==> config.mk <==
export PLATFORM = sky130hd
export DESIGN_NAME = ssmc_chain
export DESIGN_NICKNAME = d
export VERILOG_FILES = /design/src/rtl/ssmc_pkg.sv /design/src/rtl/ssmc_cell.sv /design/src/rtl/ssmc_chain.sv
export SDC_FILE = /design/constraint.sdc
export NUM_CORES = 2
export LEC_CHECK = 0
export ABC_AREA = 0
export ABC_CLOCK_PERIOD_IN_PS = 2900
export BUFFER_PORTS_ARGS = -buffer_cell sky130_fd_sc_hd__buf_4
export CAP_MARGIN = 5
export CORE_ASPECT_RATIO = 0.5
export CORE_MARGIN = 1.5
export CORE_UTILIZATION = 52
export DETAILED_ROUTE_END_ITERATION = 8
export PLACE_DENSITY_LB_ADDON = 0.08
export SLEW_MARGIN = 20
export SYNTH_ARGS = -nofsm -noshare
export SYNTH_HDL_FRONTEND = slang
export SYNTH_SLANG_ARGS = --single-unit
==> constraint.sdc <==
create_clock -name clk -period 2.9 [get_ports clk]
set_input_delay 0 -clock clk [delete_from_list [all_inputs] [get_ports clk]]
set_output_delay 0 -clock clk [all_outputs]
set_load 0.005 [all_outputs]
==> src/rtl/ssmc_pkg.sv <==
package ssmc_pkg;

	// Field widths
	localparam int SymW = 8;
	localparam int SumW = 16;
	localparam int StrW = 15;
	localparam int PosW = 16;
	localparam int LenW = 8;

	// Largest correlation magnitude: 192 symbols of magnitude 128.
	localparam logic [StrW-1:0] MaxStrength = 15'd24576;

	// Frame length after reset; a length of zero means the longest frame.
	localparam logic [PosW-1:0] FrameLengthReset = 16'd3640;
	localparam logic [PosW:0]   MaxFrame         = 17'h10000;

	// Register indexes of the configuration port
	localparam logic RegRateMode    = 1'b0;
	localparam logic RegFrameLength = 1'b1;

	// Rate mode codes
	localparam logic [1:0] ModeRate12 = 2'd0;
	localparam logic [1:0] ModeRate13 = 2'd1;
	localparam logic [1:0] ModeRate14 = 2'd2;
	localparam logic [1:0] ModeRate16 = 2'd3;

	// Marker lengths in symbols
	localparam int Len64  = 64;
	localparam int Len96  = 96;
	localparam int Len128 = 128;
	localparam int Len192 = 192;

	// Sync markers, first transmitted bit in the most significant place
	localparam logic [Len64-1:0]  Mark64  = 64'h034776C7272895B0;
	localparam logic [Len96-1:0]  Mark96  = 96'h25D5C0CE8990F6C9461BF79C;
	localparam logic [Len128-1:0] Mark128 = 128'h034776C7272895B0FCB88938D8D76A4F;
	localparam logic [Len192-1:0] Mark192 =
		192'h25D5C0CE8990F6C9461BF79CDA2A3F31766F0936B9E40863;

	// Marker length for a rate mode.
	function automatic logic [LenW-1:0] marker_len(input logic [1:0] mode);
		logic [LenW-1:0] m;
		unique case (mode)
			ModeRate12: m = LenW'(Len64);
			ModeRate13: m = LenW'(Len96);
			ModeRate14: m = LenW'(Len128);
			default:    m = LenW'(Len192);
		endcase
		return m;
	endfunction

endpackage

==> src/rtl/ssmc_cell.sv <==
module ssmc_cell #(
	parameter bit WEIGHT = 1'b1
) (
	input  logic                              clk,
	input  logic                              arst_n,
	input  logic                              shift_en,
	input  logic signed [ssmc_pkg::SymW-1:0]  sym,
	input  logic signed [ssmc_pkg::SumW-1:0]  sum_in,
	output logic signed [ssmc_pkg::SumW-1:0]  sum_q
);

	logic signed [ssmc_pkg::SumW-1:0] sym_ext;
	logic signed [ssmc_pkg::SumW-1:0] weighted;

	// A marker bit of one adds the symbol, a bit of zero subtracts it.
	assign sym_ext  = {{(ssmc_pkg::SumW-ssmc_pkg::SymW){sym[ssmc_pkg::SymW-1]}}, sym};
	assign weighted = WEIGHT ? sym_ext : -sym_ext;

	// Partial sum moves one cell towards the head with every item.
	always_ff @(posedge clk or negedge arst_n) begin
		if (!arst_n) begin
			sum_q <= '0;
		end else if (shift_en) begin
			sum_q <= sum_in + weighted;
		end
	end

endmodule

==> src/rtl/ssmc_chain.sv <==
module ssmc_chain #(
	parameter int             LEN = 64,
	parameter logic [LEN-1:0] PAT = '0
) (
	input  logic                              clk,
	input  logic                              arst_n,
	input  logic                              shift_en,
	input  logic signed [ssmc_pkg::SymW-1:0]  sym,
	output logic signed [ssmc_pkg::SumW-1:0]  corr
);

	logic signed [ssmc_pkg::SumW-1:0] sums [LEN+1];

	// The tail cell starts from zero; the head holds the full correlation
	// of the window that ends with the latest symbol.
	assign sums[LEN] = '0;
	assign corr      = sums[0];

	for (genvar j = 0; j < LEN; j++) begin : g_cell
		ssmc_cell #(
			.WEIGHT (PAT[j])
		) u_cell (
			.clk      (clk),
			.arst_n   (arst_n),
			.shift_en (shift_en),
			.sym      (sym),
			.sum_in   (sums[j+1]),
			.sum_q    (sums[j])
		);
	end

endmodule
==> flow_summary.yaml <==
outcome:
  status: "completed"
power:
  p_leak_nw: 49.9
  ir_worst_vdd_mv: 0.634
  power_density_mw_per_mm2: 1190
  finalPower_mw: 126
worst_setup_path:
  end_kind: "flip-flop"
  critPathSlowestCell: "fa_2"
  cp-startpoint: "g_cell[56].u_cell.sum_q[0]"
  crit_chain: "ha_1 > fa_2 > a21oi_2 > o21ai_1 > a221o_1 > a211oi_4 > a31oi_2 > and4b_1 > a2111o_1"
  r2r_slack_ns: 0.09
  reg2reg_depth: 9
  cp.required_ns: 3.49
  crit_type: "flip-flop to flip-flop"
  reg2reg_to: "g_cell[55].u_cell.sum_q[14]"
  crit_fanout: 3
  arrival_ns: 3.40
  slowest_delay_ns: 0.42
  endpoint: "g_cell[55].u_cell.sum_q[14]"
  reg2reg_from: "g_cell[56].u_cell.sum_q[0]"
  cp-start-kind: "flip-flop"
timing:
  fmax_mhz: 356
  fin_tns_setup_ns: 0
  hold_violations: 0
  slew_viol_final: 0
  fin_skew_ns: 0.0247
  timing.slew.headroom_pct: 34.8
  tightest_slew_ns: 0.978
  min_period_ns: 2.81
  period_share_pct: 96.8
  finalSetupViolCount: 0
synth:
  yosysTopAreaCell: "dfrtp_1"
  synthCells: 8290
  seq_area_frac_synth_pct: 31.4
  ys_top_cells_by_area: "dfrtp_1 31%, ha_1 17%, mux2_2 8.5%"
  ys_async_sr_fraction_pct: 100
  syn_avg_cell_area_um2: 9.84
  synth-seq-cells: 1024
  synth_flop_cell: "dfrtp_1"
  synth.most_common_cell: "ha_1"
  ys_warn_count: 0
  ys_top_cells_by_count: "1,136 x ha_1, 1,024 x dfrtp_1, 811 x a21oi_1, 616 x mux2_2, 508 x nand2_1"
  synthesis.area_mm2: 0.0815
  synth_edf_count: 0
  synth_cell_type_count: 82
  synth_fp_nets: 9500
  synth_top_area_share_pct: 31.4
drt:
  top_layer_used: "met4"
  vias: 70520
  dr.pass1.iters: 5
  drc: 0
  met1_length_mm: 111
  wl_met2_mm: 102
  wl_met3_mm: 7.24
  drtIter0Drc: 4024
  routed_via_density: 5.64
  wl_per_cell_um: 17.9
  routed_wl_mm: 224
  ant_nets: 0
floorplan:
  die_h_um: 283
  io_pins: 27
  rows: 102
  start_util_pct: 52.5
  core_mm2: 0.155
  die_width_um: 563
  die-area_mm2: 0.159
global_route:
  track_usage_pct: 28.1
  grt_pass1_vias: 70648
  overflow: 0
  antenna_found_initial: 2
  grt_pass1_wl_mm: 368
  grt_max_degree: 138
cells_and_area:
  final_cells: 12508
  stdcell_area_mm2: 0.106
  drive_gt1_share_pct: 30.6
  regMostFlops: "g_cell.u_cell.sum_q"
  utilization_pct: 68.0
  n_fill_cell: 12578
  areaGrowthSynthToFinish_pct: 29.4
  largest_register_ffs: 1024
  diodes: 0
  reg_top3: "g_cell.u_cell.sum_q x1024"
  finalNetCount: 11553
clock_tree:
  cts_tree: "yes"
  htree_levels: 3
  clock-sinks: 1024
  cts_buffers: 106
  clkTransAtPathRegs_ns: 0.07
  cts_root_buf: "clkbuf_16"
  worstSkewPairLatency_ns: 0.72
  clock_path_buffers: 3
place:
  post-dp-hpwl_mm: 168
  io_buffers: 26
  dpl.cell_count: 12308
  gp_congestion: 0.905
  place_area_mm2: 0.102
hold_path:
  hold_class: "primary input to asynchronous set/reset pin"
run:
  cap_violations: 0
## metrics by stage
stage | hold slack [ns] | setup slack (ns)
2_1_floorplan | -0.296 | -1.40
3_3_place_gp | -0.00458 | -0.504
3_5_place_dp | 0.00371 | -0.574
4_1_cts | 0.0429 | 0.0103
5_1_grt | 0.0648 | -0.0241
6_report | 0.0905 | 0.0922
## cells in the final DEF (no fill, tap or decap), drive strengths merged, types with 136 or more instances in the layout
| master | n |
|---|---|
| buf | 2153 |
| ha | 1136 |
| inv | 201 |
| xnor2 | 473 |
| xor2 | 242 |
| a31oi | 163 |
| a21oi | 811 |
| o21ai | 349 |
| a21o | 413 |
| o31ai | 136 |
| nor2 | 390 |
| dfrtp | 1024 |
| nand3 | 138 |
| nand2 | 508 |
| o21a | 171 |
| mux2 | 616 |
| clkbuf | 152 |
## timing repair
item,in CTS,in global routing
resized for setup,1,11
pin swaps,4,8
hold endpoints to repair,972,0
endpoints found under the setup margin,2,9
setup buffers,0,3
hold buffers,4,0
## logic make-up (layout without fill, tap and decap cells)
group | count (synthesis) | count (layout) | synth area share [%]
multiplexers | 623 | 623 | 8.59
flip-flops | 1024 | 1024 | 31.4
adder cells (fa/ha/maj) | 1199 | 1199 | 19.0
XOR/XNOR | 715 | 715 | 7.68
AND/OR/NAND/NOR | 1638 | 1638 | 9.83
AO/OA/AOI/OAI | 2678 | 2678 | 21.6
buffers and inverters | 413 | 2551 | 1.90
## worst min path at each step
stage	end	slack, ns	cells after the start
after floorplan	g_cell[0].u_cell.sum_q[0]	-0.30	0
after global placement	g_cell[24].u_cell.sum_q[11]	-0.005	1
after detailed placement	g_cell[24].u_cell.sum_q[8]	0.004	1
after CTS	g_cell[24].u_cell.sum_q[10]	0.04	3
after global routing	g_cell[24].u_cell.sum_q[10]	0.06	3
final	g_cell[24].u_cell.sum_q[10]	0.09	3
## per-layer routing
layer	global-route usage, %	up-vias
met2	46.3	940
met3	2.52	246
met4	5.44	0
met1	40.3	34157
met5	0	-
li1	-	35177
## power breakdown
part           switching, mW  leakage (nW)  internal, mW  total [mW]
Sequential              5.90          11.9          21.8        27.7
Clock                   6.33          1.80          8.47        14.8
Combinational           37.6          36.1          45.8        83.4
Total                   49.8          49.9          76.1         126
## critical path, delay by kind of cell, from the launching register on
kind | cells | cell delay [ns]
DFF | 1 | 0.38
and+or+nand+nor | 1 | 0.20
adders and majority gates | 2 | 0.64
AOI/OAI and AO/OA | 6 | 1.45
## area by class of cell
type / instances / area [um2] / share of cell area [%]
Clock buffer: 152 / 3170 / 3.01
Clock inverter: 41 / 480 / 0.455
Inverter: 202 / 790 / 0.748
Multi-Input combinational cell: 6853 / 55500 / 52.6
Sequential cell: 1024 / 25600 / 24.3
Tap cell: 2080 / 2600 / 2.47
Timing Repair Buffer: 2156 / 17300 / 16.4
(Power assumes the default switching activity.)
